File: config.mk
export PLATFORM = sky130hd
export DESIGN_NAME = button_gesture_detector
export DESIGN_NICKNAME = d
export VERILOG_FILES = /design/src/design/bgd_pkg.sv /design/src/design/button_gesture_detector.sv
export SDC_FILE = /design/constraint.sdc
export NUM_CORES = 1
export LEC_CHECK = 0
export BUFFER_PORTS_ARGS = -buffer_cell sky130_fd_sc_hd__buf_2
export CAP_MARGIN = 25
export CORE_MARGIN = 2
export CORE_UTILIZATION = 54
export DETAILED_ROUTE_END_ITERATION = 10
export GPL_ROUTABILITY_DRIVEN = 0
export PLACE_DENSITY = 0.83
export SLEW_MARGIN = 10
export SYNTH_ARGS = -nofsm -noshare
export SYNTH_HDL_FRONTEND = slang
export SYNTH_SLANG_ARGS = --single-unit
export TNS_END_PERCENT = 1
File: constraint.sdc
create_clock -name clk -period 3.9 [get_ports clk]
set_input_delay 0.78 -clock clk [delete_from_list [all_inputs] [get_ports clk]]
set_output_delay 0.78 -clock clk [all_outputs]
set_load 0.1 [all_outputs]
File: src/design/bgd_pkg.sv
package bgd_pkg;

    localparam int TIME_BITS = 16;
    localparam int LIMIT_BITS = 16;
    localparam int CMP_BITS = (TIME_BITS > LIMIT_BITS) ? TIME_BITS : LIMIT_BITS;
    localparam int DEB_BITS = 8;
    localparam int CFG_DATA_BITS = 16;
    localparam int CFG_INDEX_BITS = 2;

    typedef enum logic [CFG_INDEX_BITS-1:0] {
        CFG_DEBOUNCE   = 2'd0,
        CFG_LONG_PRESS = 2'd1,
        CFG_DOUBLE_TAP = 2'd2,
        CFG_UNUSED     = 2'd3
    } cfg_index_t;

    localparam logic [DEB_BITS-1:0]   DEBOUNCE_RESET   = 8'd30;
    localparam logic [LIMIT_BITS-1:0] LONG_PRESS_RESET = 16'd5000;
    localparam logic [LIMIT_BITS-1:0] DOUBLE_TAP_RESET = 16'd300;

    typedef enum logic [2:0] {
        ST_IDLE   = 3'd0,
        ST_DEB1   = 3'd1,
        ST_PRESS1 = 3'd2,
        ST_WAIT   = 3'd3,
        ST_DEB2   = 3'd4,
        ST_PRESS2 = 3'd5
    } state_t;

    typedef enum logic [1:0] {
        EV_NONE       = 2'd0,
        EV_SINGLE_TAP = 2'd1,
        EV_DOUBLE_TAP = 2'd2,
        EV_LONG_PRESS = 2'd3
    } event_t;

    localparam logic [23:0] COL_GREEN   = 24'h00FF00;
    localparam logic [23:0] COL_STANDBY = 24'h00001E;
    localparam logic [23:0] COL_WHITE   = 24'hFFFFFF;
    localparam logic [23:0] COL_MAGENTA = 24'hFF00FF;
    localparam logic [23:0] COL_BLUE    = 24'h0000FF;

endpackage

File: src/design/button_gesture_detector.sv
// Button gesture detector. Each input item is one millisecond tick carrying the sampled
// button level in s_tdata bit 0; each tick yields exactly one output item with the gesture
// event (none, single tap, double tap, long press) and the inverted red, green and blue LED
// duties. A press is confirmed after debounce_ms ticks with a recheck of the level on the
// last tick of the wait; a long press fires once while the first press is held for
// long_press_ms ticks; a single tap fires when double_tap_ms ticks pass after the first
// release with no confirmed second press, unless a long press fired. Every item passes
// through the input register, then the state update into the output register, and one
// item is taken every cycle while the output side keeps up. Configuration writes on cfg_we
// apply at once and should only be made while no ticks are in flight.
module button_gesture_detector
    import bgd_pkg::*;
(
    input  logic                      clk,
    input  logic                      rst_n,
    input  logic                      s_tvalid,
    output logic                      s_tready,
    input  logic [7:0]                s_tdata,   // [0] button_down, [7:1] zero
    output logic                      m_tvalid,
    input  logic                      m_tready,
    output logic [31:0]               m_tdata,   // [1:0] gesture_event, [9:2] red_duty,
                                                 // [17:10] green_duty, [25:18] blue_duty,
                                                 // [31:26] zero
    input  logic                      cfg_we,
    input  logic [CFG_INDEX_BITS-1:0] cfg_index,
    input  logic [CFG_DATA_BITS-1:0]  cfg_data
);

    logic [DEB_BITS-1:0]   debounce_ms_reg;
    logic [LIMIT_BITS-1:0] long_press_ms_reg;
    logic [LIMIT_BITS-1:0] double_tap_ms_reg;

    logic in_valid_reg;
    logic in_down_reg;

    state_t                state_reg, state_next;
    logic [TIME_BITS-1:0]  elapsed_reg, elapsed_next, elapsed_inc;
    logic [DEB_BITS-1:0]   deb_count_reg, deb_count_next, deb_inc;
    logic                  long_fired_reg, long_fired_next;
    logic [23:0]           colour_reg, colour_next;
    event_t                event_comb;

    logic                  out_valid_reg;
    event_t                out_event_reg;
    logic [7:0]            red_duty_reg, green_duty_reg, blue_duty_reg;

    logic advance;
    logic deb_done;
    logic long_hit;
    logic tap_expired;

    // configuration
    always_ff @(posedge clk or negedge rst_n)
    begin
        if (!rst_n)
        begin
            debounce_ms_reg   <= DEBOUNCE_RESET;
            long_press_ms_reg <= LONG_PRESS_RESET;
            double_tap_ms_reg <= DOUBLE_TAP_RESET;
        end
        else if (cfg_we)
        begin
            unique case (cfg_index_t'(cfg_index))
                CFG_DEBOUNCE:   debounce_ms_reg   <= cfg_data[DEB_BITS-1:0];
                CFG_LONG_PRESS: long_press_ms_reg <= cfg_data[LIMIT_BITS-1:0];
                CFG_DOUBLE_TAP: double_tap_ms_reg <= cfg_data[LIMIT_BITS-1:0];
                default:        ;
            endcase
        end
    end

    // handshake
    assign advance  = in_valid_reg && (!out_valid_reg || m_tready);
    assign s_tready = !in_valid_reg || advance;

    always_ff @(posedge clk or negedge rst_n)
    begin
        if (!rst_n)
        begin
            in_valid_reg <= 1'b0;
        end
        else if (s_tvalid && s_tready)
        begin
            in_valid_reg <= 1'b1;
        end
        else if (advance)
        begin
            in_valid_reg <= 1'b0;
        end
    end

    always_ff @(posedge clk)
    begin
        if (s_tvalid && s_tready)
        begin
            in_down_reg <= s_tdata[0];
        end
    end

    // shared conditions
    assign elapsed_inc = (state_reg != ST_IDLE && elapsed_reg != '1)
                       ? elapsed_reg + TIME_BITS'(1) : elapsed_reg;
    assign deb_inc     = deb_count_reg + DEB_BITS'(1);
    assign deb_done    = deb_inc >= debounce_ms_reg;
    assign long_hit    = !long_fired_reg
                       && (CMP_BITS'(elapsed_inc) >= CMP_BITS'(long_press_ms_reg));
    assign tap_expired = CMP_BITS'(elapsed_inc) > CMP_BITS'(double_tap_ms_reg);

    // next state
    always_comb
    begin
        state_next      = state_reg;
        elapsed_next    = elapsed_inc;
        deb_count_next  = deb_count_reg;
        long_fired_next = long_fired_reg;
        unique case (state_reg)
            ST_DEB1:
            begin
                deb_count_next = deb_inc;
                if (deb_done)
                begin
                    if (in_down_reg)
                    begin
                        state_next      = ST_PRESS1;
                        long_fired_next = 1'b0;
                    end
                    else
                    begin
                        state_next = ST_IDLE;
                    end
                end
            end
            ST_PRESS1:
            begin
                if (!in_down_reg)
                begin
                    elapsed_next = '0;
                    state_next   = ST_WAIT;
                end
                else if (long_hit)
                begin
                    long_fired_next = 1'b1;
                end
            end
            ST_WAIT:
            begin
                if (in_down_reg)
                begin
                    deb_count_next = '0;
                    state_next     = (debounce_ms_reg == '0) ? ST_PRESS2 : ST_DEB2;
                end
                else if (tap_expired)
                begin
                    state_next = ST_IDLE;
                end
            end
            ST_DEB2:
            begin
                deb_count_next = deb_inc;
                if (deb_done)
                begin
                    state_next = in_down_reg ? ST_PRESS2 : ST_WAIT;
                end
            end
            ST_PRESS2:
            begin
                if (!in_down_reg)
                begin
                    state_next = ST_IDLE;
                end
            end
            default:
            begin
                if (in_down_reg)
                begin
                    elapsed_next   = '0;
                    deb_count_next = '0;
                    if (debounce_ms_reg == '0)
                    begin
                        state_next      = ST_PRESS1;
                        long_fired_next = 1'b0;
                    end
                    else
                    begin
                        state_next = ST_DEB1;
                    end
                end
            end
        endcase
    end

    // event and colour
    always_comb
    begin
        event_comb  = EV_NONE;
        colour_next = colour_reg;
        unique case (state_reg)
            ST_DEB1:
            begin
                if (deb_done && in_down_reg)
                begin
                    colour_next = COL_GREEN;
                end
            end
            ST_PRESS1:
            begin
                if (!in_down_reg)
                begin
                    colour_next = COL_STANDBY;
                end
                else if (long_hit)
                begin
                    event_comb  = EV_LONG_PRESS;
                    colour_next = COL_WHITE;
                end
            end
            ST_WAIT:
            begin
                if (in_down_reg)
                begin
                    if (debounce_ms_reg == '0)
                    begin
                        event_comb  = EV_DOUBLE_TAP;
                        colour_next = COL_MAGENTA;
                    end
                end
                else if (tap_expired && !long_fired_reg)
                begin
                    event_comb = EV_SINGLE_TAP;
                end
            end
            ST_DEB2:
            begin
                if (deb_done && in_down_reg)
                begin
                    event_comb  = EV_DOUBLE_TAP;
                    colour_next = COL_MAGENTA;
                end
            end
            ST_PRESS2:
            begin
                if (!in_down_reg)
                begin
                    colour_next = COL_BLUE;
                end
            end
            default:
            begin
                if (in_down_reg && debounce_ms_reg == '0)
                begin
                    colour_next = COL_GREEN;
                end
            end
        endcase
    end

    always_ff @(posedge clk or negedge rst_n)
    begin
        if (!rst_n)
        begin
            state_reg      <= ST_IDLE;
            elapsed_reg    <= '0;
            deb_count_reg  <= '0;
            long_fired_reg <= 1'b0;
            colour_reg     <= COL_STANDBY;
        end
        else if (advance)
        begin
            state_reg      <= state_next;
            elapsed_reg    <= elapsed_next;
            deb_count_reg  <= deb_count_next;
            long_fired_reg <= long_fired_next;
            colour_reg     <= colour_next;
        end
    end

    // output register
    always_ff @(posedge clk or negedge rst_n)
    begin
        if (!rst_n)
        begin
            out_valid_reg <= 1'b0;
        end
        else if (advance)
        begin
            out_valid_reg <= 1'b1;
        end
        else if (m_tready)
        begin
            out_valid_reg <= 1'b0;
        end
    end

    always_ff @(posedge clk)
    begin
        if (advance)
        begin
            out_event_reg  <= event_comb;
            red_duty_reg   <= ~colour_next[23:16];
            green_duty_reg <= ~colour_next[15:8];
            blue_duty_reg  <= ~colour_next[7:0];
        end
    end

    assign m_tvalid = out_valid_reg;
    assign m_tdata  = {6'd0, blue_duty_reg, green_duty_reg, red_duty_reg, out_event_reg};

    // checks
    a_ready_when_empty: assert property (@(posedge clk) disable iff (!rst_n)
        !in_valid_reg |-> s_tready)
        else $error("input side stalled while input register empty");

    a_item_moves: assert property (@(posedge clk) disable iff (!rst_n)
        advance |=> m_tvalid)
        else $error("item lost between input and output register");

    a_long_fire_event: assert property (@(posedge clk) disable iff (!rst_n)
        $rose(long_fired_reg) |-> (m_tvalid && out_event_reg == EV_LONG_PRESS))
        else $error("long press flag set without long press item");

    a_wait_colour: assert property (@(posedge clk) disable iff (!rst_n)
        (state_reg == ST_WAIT || state_reg == ST_DEB2) |-> colour_reg == COL_STANDBY)
        else $error("colour not standby while waiting for second press");

    a_press2_colour: assert property (@(posedge clk) disable iff (!rst_n)
        state_reg == ST_PRESS2 |-> colour_reg == COL_MAGENTA)
        else $error("colour not magenta while second press held");

endmodule

* Word level (Yosys, flattened, before mapping) *
Cells that the tools add are included.
Widths: inputs -> output; s select.

word-level totals
  flip-flop bits (word level) = 121
  word-level logic and storage cells = 114
  latch bits = 0
  RAM bits = 0
  bits in read-only memories = 0
  memories kept = 0
  output and inout bits = 34

operators by class
  divide/modulo/power cells = 0
  $lt $le $gt $ge = 3
  muxes and demuxes = 45
  shifts and indexed selects = 0
  add/subtract/negate cells = 2
  bitwise gates (word level) = 5
  multipliers = 0
  reductions and logical operators = 30
  equal/unequal tests = 14

operators with widths
  operator               count
  $mux 24                8
  $pmux 24 s5            1
  $mux 16                3
  $pmux 16 s2            1
  $mux 3                 8
  $not 8->8              3
  $add 16x1->16 const B  1
  $ge 16x16->1           1
  $gt 16x16->1           1
  $ne 16x16->1 const B   1
  $pmux 8 s2             1
  $pmux 3 s5             1
  $mux 2                 7
  $mux 1                 12
  $ne 2x2->1 const B     5
  $add 8x1->8 const B    1
  $ge 8x8->1             1
  $logic_not 8->1        1
  $mux 8                 1
  $logic_and 1x1->1      7
  $reduce_and 7->1       1
  $eq 3x2->1 const B     2
  $eq 3x3->1 const B     2
  $pmux 2 s3             1
  18 further kinds       28

* Longest topological paths before layout *
Gate-level depths: netlist of run 1.

  depth after elaboration = 9
  depth in mapped cells = 13

* Least setup slack after synthesis of run 1 *
OpenSTA, ideal clock, no wires.

  path type = register to register
  start = register elapsed_reg[0]
  end = register blue_duty_reg[0], data pin
  cell stages (with the launch flop) = 14
  data arrival time = 3.398 ns
  buffers on the path = 0
  setup slack = 0.247 ns
  required time = 3.644 ns
  setup time = 0.256 ns
  cell sequence = dfrtp_1 ha_1 inv_1 nor4_1 a21oi_2 and4_1 xor2_1 ha_1 nor2_1 or3_1 o221a_2 o22ai_1 a21oi_2 a41o_1

between the ends
  word-level cells in the longest chain between the ends = 9
  elaborated cells on any way between the ends = 10
  those cells by class = add/sub: 1; order compare: 1; eq/ne: 1; mux: 4; bitwise: 1; reduce/logical: 2

ends and longest elaborated chain
  element                                                                RTL line                        text
  from (decl)                                                            button_gesture_detector.sv:37   logic [TIME_BITS-1:0] elapsed_reg, elapsed_next, elapsed_inc;
  from (signal assigned)                                                 button_gesture_detector.sv:270  elapsed_reg <= elapsed_next;
  parallel branches: the longest is 2 deep, another holds $add 16x1->16  n/a
  $mux 16 *                                                              button_gesture_detector.sv:102  ? elapsed_reg + TIME_BITS'(1) : elapsed_reg;
  $ge 16x16->1 *                                                         button_gesture_detector.sv:106  && (CMP_BITS'(elapsed_inc) >= CMP_BITS'(long_press_ms_reg));
  $logic_and 1x1->1 *                                                    button_gesture_detector.sv:106
  $mux 24 *                                                              button_gesture_detector.sv:211  else if (long_hit)
  $mux 24 *                                                              button_gesture_detector.sv:207  if (!in_down_reg)
  $pmux 24 s5 *                                                          button_gesture_detector.sv:197  unique case (state_reg)
  $not 8->8 *                                                            button_gesture_detector.sv:301  blue_duty_reg <= ~colour_next[7:0];
  to (signal assigned)                                                   button_gesture_detector.sv:301
  to (decl)                                                              button_gesture_detector.sv:45   logic [7:0] red_duty_reg, green_duty_reg, blue_duty_reg;

Mark *: on every way between the ends.
A chain may end at the register's enable or synchronous reset.

* Worst setup path after layout of run 1 *
  start = register elapsed_reg[1]
  end = register blue_duty_reg[7], data pin

The elaborated chain is that of the path after synthesis.

==> impl_metrics.sql, run 1 <==
INSERT INTO impl_metrics (metric_group, metric, value, unit) VALUES
('timing', 'relSlewSlack', '35.9', '%'),
('power_and_ir_drop', 'power-per-cell-area', '733', 'nW/µm²'),
('clock_network', 'clkTransAtPathRegs', '0.05', 'ns'),
('clock_network', 'later_pin_clock_latency_in_the_skew_report', '0.43', 'ns'),
('final_layout', 'largest_register_ff_count', '24', ''),
('final_layout', 'layout-area-overhead-vs-synth', '15.5', '%'),
('power_and_ir_drop', 'power.ir.vdd_worst', '0.423', 'mV'),
('grt', 'grt_max_degree', '54', ''),
('timing', 'max_freq', '261', 'MHz'),
('drt', 'post-route-drc-count', '0', ''),
('yosys', 'netlist.top_cell.by_area', 'sky130_fd_sc_hd__dfrtp_1', ''),
('status', 'status', 'finished clean', ''),
('final_layout', 'nNetsFinal', '830', ''),
('power_and_ir_drop', 'leakagePower', '3.60', 'nW'),
('floorplan', 'dieArea', '13900', 'µm²'),
('worst_setup_path', 'critical_path.n_buffers_inverters', '3', ''),
('placement', 'post-dp-hpwl', '11400', 'µm'),
('worst_setup_path', 'path_delay_family', 'simple AND/OR/NAND/NOR gates', ''),
('worst_setup_path', 'crit_path_start_kind', 'flop', ''),
('clock_network', 'root_buffer', 'sky130_fd_sc_hd__clkbuf_16', ''),
('timing', 'final_period_minus_worst_setup_slack', '3.83', 'ns'),
('timing', 'final_setup_fails', '0', ''),
('drt', 'antenna_left', '0', ''),
('clock_network', 'cts_buffers', '17', ''),
('yosys', 'post_synth_instance_area', '7000', 'µm²'),
('floorplan', 'num_ports', '65', ''),
('final_layout', 'seqCellArea', '3180', 'µm²'),
('final_layout', 'filler_cell_count', '1008', ''),
('floorplan', 'fp.dieH', '118', 'µm'),
('run', 'maxCapViolCount', '0', ''),
('yosys', 'synth_sequential_area_ratio', '45.5', '%'),
('final_layout', 'final_layout_size_suffix_gt1_share', '21.3', '%'),
('timing', 'final-hold-violation-count', '0', ''),
('clock_network', 'clock_tree.htree_level_count', '4', ''),
('grt', 'grt_pass1_wl', '27000', 'µm'),
('worst_setup_path', 'required_time_reported_for_the_critical_path_endpoint', '4.08', 'ns'),
('grt', 'first_global_vias', '5662', ''),
('clock_network', 'ctsLongestPathBuffers', '2', ''),
('placement', 'post_detailed_placement_cell_area', '7480', 'µm²'),
('yosys', 'netlist.area_leader.share', '27.5', '%'),
('grt', 'initial_antenna_violation_count', '0', ''),
('drt', 'num_vias', '5755', ''),
('worst_setup_path', 'arrival', '4.01', 'ns'),
('drt', 'routed_wire_length_per_instance', '17.4', 'µm'),
('worst_setup_path', 'critical-path-max-stage-delay', '0.43', 'ns'),
('clock_network', 'cts.hold.buffers_added', '0', ''),
('yosys', 'synthTopCellsByArea', 'sky130_fd_sc_hd__dfrtp_1, sky130_fd_sc_hd__edfxtp_1, sky130_fd_sc_hd__ha_1, sky130_fd_sc_hd__dfstp_2, sky130_fd_sc_hd__mux2_2', ''),
('worst_setup_path', 'setup.worst_path.end_class', 'flop', ''),
('clock_network', 'clock_sinks', '121', ''),
('worst_setup_path', 'critical_path_class', 'reg -> reg', ''),
('power_and_ir_drop', 'fin_total_pwr', '5.92', 'mW'),
('drt', 'firstDrtPassIters', '6', ''),
('hold_path', 'hold_path_class', 'in -> async', ''),
('floorplan', 'floorplan.initialDensity', '55.4', '%'),
('floorplan', 'coreArea', '12600', 'µm²'),
('final_layout', 'multiInputGateArea', '3540', 'µm²'),
('yosys', 'synth_edf_count', '27', ''),
('worst_setup_path', 'worstPathCellList', 'ha_2, inv_1, nor4_1, buf_4, a21oi_2, and4_1, xor2_2, ha_1, nor2_1, or3_1, o221a_2, o22ai_1, buf_4, a21oi_4, a41o_1', ''),
('drt', 'routed_wirelength', '16400', 'µm'),
('floorplan', 'rows', '41', ''),
('drt', 'post_drt_via_cell_ratio', '6.12', ''),
('worst_setup_path', 'critPathMaxFanout', '9', ''),
('drt', 'drt_iter0_markers', '595', ''),
('placement', 'io_buffer_count', '51', ''),
('final_layout', 'antenna_cells', '0', ''),
('grt', 'grt_overflow_total', '0', ''),
('yosys', 'yosys_warnings', '0', ''),
('yosys', 'synth.lib_cells_used.distinct', '66', ''),
('yosys', 'ys_ff_latch', '121', ''),
('yosys', 'postSynth.asyncResetShare', '77.7', '%'),
('worst_setup_path', 'timing.critical_path.mode_cell', 'sky130_fd_sc_hd__buf_4', '');
-- synthesized netlist by cell type, types with 6 or more instances --
library cell	count
sky130_fd_sc_hd__a211oi_1	9
sky130_fd_sc_hd__a21o_1	19
sky130_fd_sc_hd__a21oi_1	46
sky130_fd_sc_hd__a31oi_1	6
sky130_fd_sc_hd__a32o_1	6
sky130_fd_sc_hd__and3_1	7
sky130_fd_sc_hd__buf_4	7
sky130_fd_sc_hd__clkbuf_1	19
sky130_fd_sc_hd__dfrtp_1	77
sky130_fd_sc_hd__dfstp_2	17
sky130_fd_sc_hd__edfxtp_1	27
sky130_fd_sc_hd__ha_1	43
sky130_fd_sc_hd__inv_1	55
sky130_fd_sc_hd__mux2_2	34
sky130_fd_sc_hd__nand2_1	51
sky130_fd_sc_hd__nand2b_1	9
sky130_fd_sc_hd__nand3_1	16
sky130_fd_sc_hd__nand4_1	15
sky130_fd_sc_hd__nor2_1	29
sky130_fd_sc_hd__o21ai_0	74
sky130_fd_sc_hd__o31ai_1	9
sky130_fd_sc_hd__or3_1	6
sky130_fd_sc_hd__xnor2_1	12
sky130_fd_sc_hd__xor2_1	10
-- power by group --
| part | switching, mW | internal, mW | total, mW |
|---|---|---|---|
| registers | 0.191 | 1.68 | 1.87 |
| clock network | 0.521 | 0.862 | 1.38 |
| logic | 1.85 | 0.814 | 2.67 |
-- cell usage in the layout (no fill, tap or decap), types with 5 or more instances in the layout --
cell	n
sky130_fd_sc_hd__a211oi_1	9
sky130_fd_sc_hd__a21o_1	19
sky130_fd_sc_hd__a21oi_1	43
sky130_fd_sc_hd__a31oi_1	6
sky130_fd_sc_hd__a32o_1	6
sky130_fd_sc_hd__a41oi_1	5
sky130_fd_sc_hd__and3_1	7
sky130_fd_sc_hd__buf_2	50
sky130_fd_sc_hd__buf_4	18
sky130_fd_sc_hd__clkbuf_1	8
sky130_fd_sc_hd__clkbuf_16	17
sky130_fd_sc_hd__conb_1	6
sky130_fd_sc_hd__dfrtp_1	77
sky130_fd_sc_hd__dfstp_2	17
sky130_fd_sc_hd__edfxtp_1	27
sky130_fd_sc_hd__ha_1	42
sky130_fd_sc_hd__inv_1	55
sky130_fd_sc_hd__mux2_2	34
sky130_fd_sc_hd__nand2_1	51
sky130_fd_sc_hd__nand2b_1	9
sky130_fd_sc_hd__nand3_1	16
sky130_fd_sc_hd__nand4_1	15
sky130_fd_sc_hd__nor2_1	29
sky130_fd_sc_hd__o21a_1	5
sky130_fd_sc_hd__o21ai_0	74
sky130_fd_sc_hd__o31ai_1	9
sky130_fd_sc_hd__or3_1	6
sky130_fd_sc_hd__xnor2_1	11
sky130_fd_sc_hd__xor2_1	9
-- through the flow --
| stage | cells | utilization (%) | worst slack (ns) | hold WS [ns] |
|---|---|---|---|---|
| after floorplan | 701 | - | 0.247 | 0.444 |
| after global routing | 941 | 64.0 | -0.0954 | 0.373 |
| after global placement | 907 | 59.1 | 0.141 | 0.454 |
| after detailed placement | 908 | 59.3 | 0.00458 | 0.463 |
| final | 941 | 64.0 | 0.0663 | 0.338 |
| after CTS | 940 | 63.4 | 0.00710 | 0.360 |
-- per-layer routing --
layer | up-vias | part of all wire, % | wire length, µm | track usage (%)
met2 | 229 | 50 | 8150 | 40.5
met5 | - | 0 | 0 | 0
met4 | 0 | 3.4 | 561 | 10.8
li1 | 2679 | - | - | -
met3 | 53 | 6.1 | 1010 | 5.81
met1 | 2794 | 41 | 6660 | 29.4
-- worst paths after layout --
kind | from | end | slack [ns] | cells past startpoint
min in group clk | colour_reg[9] | colour_reg[9] | 0.48 | 1
max reg2reg | elapsed_reg[1] | blue_duty_reg[7] | 0.07 | 15
min reg2reg | colour_reg[9] | colour_reg[9] | 0.48 | 1
max in group asynchronous | rst_n | debounce_ms_reg[2] | 2.86 | 2
min | rst_n | long_press_ms_reg[6] | 0.34 | 1
max | elapsed_reg[1] | blue_duty_reg[7] | 0.07 | 15
-- layout make-up --
| cell class | instances | area share [%] |
|---|---|---|
| clock buffer | 25 | 5.64 |
| clock inverter | 7 | 0.697 |
| inverter | 58 | 2.69 |
| multi-input combinational | 489 | 43.8 |
| sequential | 121 | 39.4 |
| tap | 172 | 2.66 |
| timing repair buffer | 69 | 5.11 |
-- cells by family (layout without fill, tap and decap cells) --
logic type	Yosys count	count (layout)	synth area share, %
flops	121	121	45.5
buf+inv	91	159	5.33
compound gates	228	228	21.8
other cells	1	6	0.0536
fa+ha+maj	43	43	7.69
mux	34	34	5.47
simple gates	156	156	11.3
xor+xnor	22	22	2.75
-- repair_timing --
action / 4_1_cts / 5_1_grt
setup buffers: 0 / 1
pin swaps: 0 / 1
setup endpoints to repair: 4 / 45
cloned: 0 / 0
gates resized for setup: 1 / 12
No activity file was read; power rests on OpenSTA's default activity.
==> inputs of run 2 (changes only) <==
--- a/config.mk
+++ b/config.mk
@@ -7,8 +7,9 @@
 export LEC_CHECK = 0
 export BUFFER_PORTS_ARGS = -buffer_cell sky130_fd_sc_hd__buf_2
 export CAP_MARGIN = 25
+export CORE_ASPECT_RATIO = 2
 export CORE_MARGIN = 2
-export CORE_UTILIZATION = 54
+export CORE_UTILIZATION = 56
 export DETAILED_ROUTE_END_ITERATION = 10
 export GPL_ROUTABILITY_DRIVEN = 0
 export PLACE_DENSITY = 0.83
==> constraint.sdc (replaced) <==
create_clock -name clk -period 4.4 [get_ports clk]
set_input_delay 0.88 -clock clk [delete_from_list [all_inputs] [get_ports clk]]
set_output_delay 0.88 -clock clk [all_outputs]
set_load 0.1 [all_outputs]
==> run 2 against run 1 <==
Net effect:
- non-clock buffer count fell by 5
- register-to-register slack improved by 0.23 ns
- fmax fell by 6.6%
- flip-flop and latch count did not move
- hold slack got worse by 0.041 ns
- combinational power fell by 11%
- final cell count fell by 3.2%
- routed wire length rose by 4.7%
- first-iteration DRC count fell by 28%
- die area fell by 3.1%
- highest routed layer unchanged
==> impl_metrics.sql, run 2 (synthesis results as in run 1) <==
INSERT INTO impl_metrics (metric_group, metric, value, unit) VALUES
('timing', 'slew_violations', '0', ''),
('drt', 'num_vias', '5785', ''),
('power_and_ir_drop', 'leakagePower', '3.59', 'nW'),
('worst_setup_path', 'required_time_reported_for_the_critical_path_endpoint', '4.75', 'ns'),
('clock_network', 'clock_tree.htree_level_count', '4', ''),
('power_and_ir_drop', 'switching_share', '43.9', '%'),
('floorplan', 'fp.dieH', '162', 'µm'),
('final_layout', 'multiInputGateArea', '3470', 'µm²'),
('clock_network', 'ctsLongestPathBuffers', '2', ''),
('floorplan', 'coreArea', '12200', 'µm²'),
('grt', 'grt_overflow_total', '0', ''),
('worst_setup_path', 'critical_path_class', 'reg -> reg', ''),
('clock_network', 'cts_buffers', '17', ''),
('drt', 'antenna_left', '0', ''),
('final_layout', 'seqCellArea', '3180', 'µm²'),
('timing', 'final_period_minus_worst_setup_slack', '4.11', 'ns'),
('worst_setup_path', 'critPathMaxFanout', '10', ''),
('floorplan', 'die_w', '83.0', 'µm'),
('timing', 'layout_worst_path_cycle_share', '93.3', '%'),
('drt', 'firstDrtPassIters', '5', ''),
('timing', 'rsz0062_at_grt', 'no', ''),
('drt', 'drt_iter0_markers', '430', ''),
('floorplan', 'floorplan.initialDensity', '57.4', '%'),
('power_and_ir_drop', 'pwr-share-clk', '25.9', '%'),
('placement', 'detailedPlace.worstSlack', '0.0926', 'ns'),
('grt', 'grt_max_degree', '76', ''),
('timing', 'worst_slew_pin_slew', '0.950', 'ns'),
('final_layout', 'mostFrequentLayoutCells', 'sky130_fd_sc_hd__dfrtp_1, sky130_fd_sc_hd__o21ai_0, sky130_fd_sc_hd__inv_1, sky130_fd_sc_hd__nand2_1, sky130_fd_sc_hd__buf_2', ''),
('final_layout', 'nNetsFinal', '825', ''),
('grt', 'first_global_vias', '6027', ''),
('clock_network', 'root_buffer', 'sky130_fd_sc_hd__clkbuf_16', ''),
('grt', 'initial_antenna_violation_count', '0', ''),
('timing', 'postLayoutSetupSlackWorst', '0.293', 'ns'),
('worst_setup_path', 'arrival', '4.46', 'ns'),
('power_and_ir_drop', 'p_seq_share', '30.6', '%'),
('grt', 'grt_pass1_wl', '27800', 'µm'),
('clock_network', 'later_pin_clock_latency_in_the_skew_report', '0.42', 'ns'),
('status', 'status', 'finished clean', ''),
('timing', 'totalNegativeSetupSlack', '0', 'ns'),
('final_layout', 'layoutNonFillerInstCount', '911', ''),
('power_and_ir_drop', 'power-per-cell-area', '679', 'nW/µm²'),
('timing', 'clock_skew', '0.00752', 'ns'),
('hold_path', 'hold_path_class', 'in -> async', ''),
('final_layout', 'filler_cell_count', '866', ''),
('drt', 'post-route-drc-count', '0', ''),
('timing', 'final-hold-violation-count', '0', ''),
('final_layout', 'most_common_cell_after_layout_fill_and_taps_aside', 'sky130_fd_sc_hd__dfrtp_1', ''),
('power_and_ir_drop', 'internal_power', '3.06', 'mW'),
('placement', 'post-dp-hpwl', '12200', 'µm'),
('final_layout', 'layout-area-overhead-vs-synth', '14.8', '%'),
('final_layout', 'final_cell_area', '8030', 'µm²'),
('timing', 'max_freq', '244', 'MHz'),
('final_layout', 'largest_register_ff_count', '24', ''),
('worst_setup_path', 'crit_path_start_kind', 'flop', ''),
('clock_network', 'clock_sinks', '121', ''),
('timing', 'final_setup_fails', '0', ''),
('final_layout', 'antenna_cells', '0', ''),
('clock_network', 'clock_tree_from_tritoncts', 'done', ''),
('placement', 'io_buffer_count', '51', ''),
('final_layout', 'final_layout_size_suffix_gt1_share', '21.6', '%'),
('placement', 'post-place-cells', '877', ''),
('clock_network', 'clkTransAtPathRegs', '0.06', 'ns'),
('floorplan', 'rows', '57', ''),
('floorplan', 'dieArea', '13500', 'µm²'),
('worst_setup_path', 'setup.worst_path.end_class', 'flop', ''),
('floorplan', 'num_ports', '65', ''),
('run', 'maxCapViolCount', '0', ''),
('drt', 'routed_wirelength', '17200', 'µm'),
('drt', 'routed_wire_length_per_instance', '18.8', 'µm'),
('timing', 'relSlewSlack', '36.4', '%'),
('placement', 'post_detailed_placement_cell_area', '7380', 'µm²'),
('power_and_ir_drop', 'power.net_switching', '2.39', 'mW'),
('drt', 'post_drt_via_cell_ratio', '6.35', ''),
('power_and_ir_drop', 'power.ir.vdd_worst', '0.612', 'mV'),
('power_and_ir_drop', 'combinational_group_share_of_total_power', '43.5', '%'),
('grt', 'total_track_usage', '25.9', '%');
## run 2: changes by cell type in the layout (fill, tap and decap cells not counted), sizes merged
cell | previous run | this run
bufinv | 1 | 2
clkbuf | 25 | 18
clkinvlp | 0 | 4
buf | 69 | 64
inv | 57 | 63
clkinv | 7 | 3
## run 2: critical path, stage by stage (launching register included)
cell and delay [ns]:
sky130_fd_sc_hd__dfrtp_1 0.46, sky130_fd_sc_hd__ha_1 0.27, sky130_fd_sc_hd__inv_1 0.08, sky130_fd_sc_hd__nor4_2 0.39, sky130_fd_sc_hd__a21oi_2 0.21, sky130_fd_sc_hd__and4_1 0.28
sky130_fd_sc_hd__xor2_1 0.17, sky130_fd_sc_hd__ha_1 0.29, sky130_fd_sc_hd__nor2_1 0.05, sky130_fd_sc_hd__or3_1 0.39, sky130_fd_sc_hd__o221ai_1 0.46, sky130_fd_sc_hd__a2bb2oi_2 0.24
sky130_fd_sc_hd__a2111oi_4 0.42, sky130_fd_sc_hd__buf_4 0.23, sky130_fd_sc_hd__a21o_1 0.10
## run 2: final timing paths
check	end	from	slack, ns	depth (start not counted)
setup / recovery	colour_reg[17]	elapsed_reg[0]	0.29	14
hold / removal	long_press_ms_reg[0]	rst_n	0.30	1
setup reg to reg	colour_reg[17]	elapsed_reg[0]	0.29	14
hold reg to reg	colour_reg[12]	colour_reg[12]	0.47	1
max in group asynchronous	colour_reg[4]	rst_n	3.17	3
min in group clk	colour_reg[12]	colour_reg[12]	0.47	1
## run 2: area by class of cell
cell class | count | share of cell area, %
timing repair buffer | 64 | 4.67
sequential | 121 | 39.6
clock buffer | 18 | 5.47
clock inverter | 14 | 2.02
inverter | 58 | 2.71
tap | 147 | 2.29
multi-input combinational | 489 | 43.2
## run 2: power by group through the flow
stage / Combinational (mW) / Sequential, mW / Clock [mW]
2_1_floorplan: 1.29 / 2.17 / 0
3_3_place_gp: 2.20 / 1.66 / 0
3_5_place_dp: 2.31 / 1.68 / 0
4_1_cts: 2.34 / 1.67 / 1.43
5_1_grt: 2.56 / 1.70 / 1.47
6_report: 2.37 / 1.67 / 1.41
## run 2: through the flow
stage | power, mW | hold WS, ns | util [%]
floorplan | 3.46 | 0.444 | -
global placement | 3.87 | 0.455 | 60.5
detailed placement | 3.99 | 0.463 | 60.5
CTS | 5.43 | 0.478 | 65.5
global route | 5.73 | 0.292 | 65.9
finish | 5.45 | 0.297 | 65.9
## run 2: routing by layer
metal / up-vias / wire length (µm) / GRT usage, %
met4: 0 / 824 / 15.5
met5: - / 0 / 0
met1: 2803 / 5900 / 25.7
li1: 2674 / - / -
met3: 61 / 881 / 4.93
met2: 247 / 9550 / 48.8
## run 2: what timing repair did
item	4_1_cts	5_1_grt
setup endpoints to repair	0	32
buffers inserted	0	1
hold buffers	0	0
gates resized for setup	0	3
==> inputs of run 3 (changes only) <==
--- a/config.mk
+++ b/config.mk
@@ -13,6 +13,7 @@
 export DETAILED_ROUTE_END_ITERATION = 10
 export GPL_ROUTABILITY_DRIVEN = 0
 export PLACE_DENSITY = 0.83
+export SETUP_SLACK_MARGIN = 0.5
 export SLEW_MARGIN = 10
 export SYNTH_ARGS = -nofsm -noshare
 export SYNTH_HDL_FRONTEND = slang
==> run 3 against run 2 <==
Net effect:
- setup slack better by 0.27 ns
- via count up 0.54%
- largest cell class unchanged
- register-to-register slack better by 0.27 ns
- global-route usage up 0.38 points
==> impl_metrics.sql, run 3 (synthesis results as in run 1) <==
INSERT INTO impl_metrics (metric_group, metric, value, unit) VALUES
('clock_network', 'clock_sinks', '121', ''),
('timing', 'fin_worst_hold_slack', '0.295', 'ns'),
('drt', 'post-route-drc-count', '0', ''),
('status', 'status', 'finished clean', ''),
('clock_network', 'cts_buffers', '17', ''),
('timing', 'relSlewSlack', '35.7', '%'),
('run', 'maxCapViolCount', '0', ''),
('clock_network', 'later_pin_clock_latency_in_the_skew_report', '0.42', 'ns'),
('floorplan', 'dieArea', '13500', 'µm²'),
('final_layout', 'layout-area-overhead-vs-synth', '16.4', '%'),
('floorplan', 'num_ports', '65', ''),
('worst_setup_path', 'required_time_reported_for_the_critical_path_endpoint', '4.57', 'ns'),
('drt', 'antenna_left', '0', ''),
('timing', 'rsz0062_at_grt', 'yes', ''),
('grt', 'initial_antenna_violation_count', '0', ''),
('placement', 'io_buffer_count', '51', ''),
('timing', 'worst_slew_pin_slew', '0.962', 'ns'),
('worst_setup_path', 'worst_r2r_path_depth', '13', ''),
('placement', 'post-place-cells', '877', ''),
('final_layout', 'filler_cell_count', '846', ''),
('drt', 'drt_iter0_markers', '468', ''),
('final_layout', 'largest_register_ff_count', '24', ''),
('drt', 'num_vias', '5816', ''),
('drt', 'firstDrtPassIters', '6', ''),
('timing', 'max_freq', '261', 'MHz'),
('clock_network', 'ctsLongestPathBuffers', '2', ''),
('power_and_ir_drop', 'power-per-cell-area', '678', 'nW/µm²'),
('grt', 'grt_max_degree', '76', ''),
('floorplan', 'rows', '57', ''),
('power_and_ir_drop', 'power.ir.vdd_worst', '0.615', 'mV'),
('final_layout', 'antenna_cells', '0', ''),
('drt', 'post_drt_via_cell_ratio', '6.38', ''),
('drt', 'routed_wire_length_per_instance', '19.2', 'µm'),
('hold_path', 'hold_path_class', 'in -> async', ''),
('timing', 'final_period_minus_worst_setup_slack', '3.83', 'ns'),
('worst_setup_path', 'critical_path_class', 'reg -> reg', ''),
('clock_network', 'clock_tree_from_tritoncts', 'done', ''),
('floorplan', 'floorplan.initialDensity', '57.4', '%'),
('timing', 'slew_violations', '0', ''),
('timing', 'layout_worst_path_cycle_share', '87.1', '%'),
('worst_setup_path', 'critPathMaxFanout', '10', ''),
('drt', 'routed_wirelength', '17500', 'µm'),
('final_layout', 'most_common_cell_after_layout_fill_and_taps_aside', 'sky130_fd_sc_hd__o21ai_0', ''),
('worst_setup_path', 'rr_startpoint', 'elapsed_reg[6]', ''),
('grt', 'total_track_usage', '26.3', '%'),
('placement', 'post-dp-hpwl', '12200', 'µm'),
('timing', 'totalNegativeSetupSlack', '0', 'ns'),
('clock_network', 'clkTransAtPathRegs', '0.06', 'ns'),
('power_and_ir_drop', 'fin_total_pwr', '5.52', 'mW'),
('worst_setup_path', 'setup.worst_path.end_class', 'flop', ''),
('clock_network', 'root_buffer', 'sky130_fd_sc_hd__clkbuf_16', ''),
('floorplan', 'coreArea', '12200', 'µm²'),
('floorplan', 'die_w', '83.0', 'µm'),
('timing', 'clock_skew', '0.00869', 'ns'),
('final_layout', 'nNetsFinal', '825', ''),
('power_and_ir_drop', 'leakagePower', '3.62', 'nW'),
('timing', 'final_setup_fails', '0', ''),
('final_layout', 'final_layout_size_suffix_gt1_share', '23.2', '%'),
('final_layout', 'mostFrequentLayoutCells', 'sky130_fd_sc_hd__o21ai_0, sky130_fd_sc_hd__dfrtp_1, sky130_fd_sc_hd__inv_1, sky130_fd_sc_hd__nand2_1, sky130_fd_sc_hd__buf_2', ''),
('clock_network', 'clock_tree.htree_level_count', '4', ''),
('timing', 'final-hold-violation-count', '0', ''),
('worst_setup_path', 'ff2ff_setup_slack', '0.57', 'ns'),
('grt', 'grt_pass1_wl', '28300', 'µm'),
('grt', 'first_global_vias', '6114', ''),
('grt', 'grt_overflow_total', '0', ''),
('worst_setup_path', 'crit_path_start_kind', 'flop', ''),
('clock_network', 'cts.hold.buffers_added', '0', ''),
('final_layout', 'final_core_utilization', '66.7', '%'),
('final_layout', 'layoutNonFillerInstCount', '911', ''),
('worst_setup_path', 'arrival', '4.00', 'ns'),
('floorplan', 'fp.dieH', '162', 'µm'),
('worst_setup_path', 'reg2reg_to', 'blue_duty_reg[5]', '');
==> run 3: worst max path at each step <==
stage | to | depth (start not counted) | from | slack, ns
CTS | colour_reg[22] | 14 | elapsed_reg[0] | 0.41
detailed placement | red_duty_reg[1] | 13 | elapsed_reg[0] | 0.09
global route | blue_duty_reg[3] | 14 | elapsed_reg[1] | 0.38
floorplan | blue_duty_reg[0] | 13 | elapsed_reg[0] | 0.75
global placement | green_duty_reg[7] | 13 | elapsed_reg[0] | 0.36
finish | blue_duty_reg[5] | 13 | elapsed_reg[6] | 0.57
==> run 3: power breakdown <==
| part | internal [mW] | switching (mW) |
|---|---|---|
| registers | 1.49 | 0.181 |
| clock network | 0.862 | 0.548 |
| logic | 0.725 | 1.71 |
| total | 3.08 | 2.44 |
==> run 3: per-layer routing <==
layer / up-vias / wire length (µm) / GRT usage [%]
met5: - / 0 / 0
met4: 0 / 831 / 16.3
met3: 72 / 882 / 5.23
met2: 267 / 9680 / 49.1
met1: 2800 / 6110 / 26.0
li1: 2677 / - / -
==> run 3: critical path: stages, from the launching register on <==
cell and delay (ns):
sky130_fd_sc_hd__dfrtp_1 0.50, sky130_fd_sc_hd__nand4_1 0.23, sky130_fd_sc_hd__nor4_4 0.40, sky130_fd_sc_hd__a21oi_4 0.16
sky130_fd_sc_hd__and4_1 0.27, sky130_fd_sc_hd__xor2_1 0.17, sky130_fd_sc_hd__ha_1 0.29, sky130_fd_sc_hd__nor2_1 0.05
sky130_fd_sc_hd__or3_1 0.41, sky130_fd_sc_hd__o221a_2 0.32, sky130_fd_sc_hd__o22ai_1 0.22, sky130_fd_sc_hd__buf_4 0.20
sky130_fd_sc_hd__a21oi_4 0.10, sky130_fd_sc_hd__a41o_1 0.26
==> run 3: layout make-up <==
cell class / count / area [µm²] / share of cell area [%]
clock buffers: 18 / 439 / 5.40
clock inverters: 14 / 163 / 2.00
multi-input cells: 489 / 3570 / 43.9
repair buffers: 64 / 375 / 4.61
flip-flops and latches: 121 / 3190 / 39.2
well taps: 147 / 184 / 2.26
inverters: 58 / 218 / 2.67
==> run 3: through the flow <==
stage / setup slack [ns] / area, µm²
after CTS: 0.406 / 8060
final: 0.567 / 8140
after floorplan: 0.747 / 7010
after detailed placement: 0.0926 / 7380
after global placement: 0.363 / 7380
after global routing: 0.381 / 8140
==> run 3: what timing repair did <==
action / CTS / global route
buffers inserted: 1 / 0
pin swaps: 2 / 4
endpoints found under the setup margin: 47 / 50
resized for setup: 10 / 13
hold endpoints to repair: 0 / 0
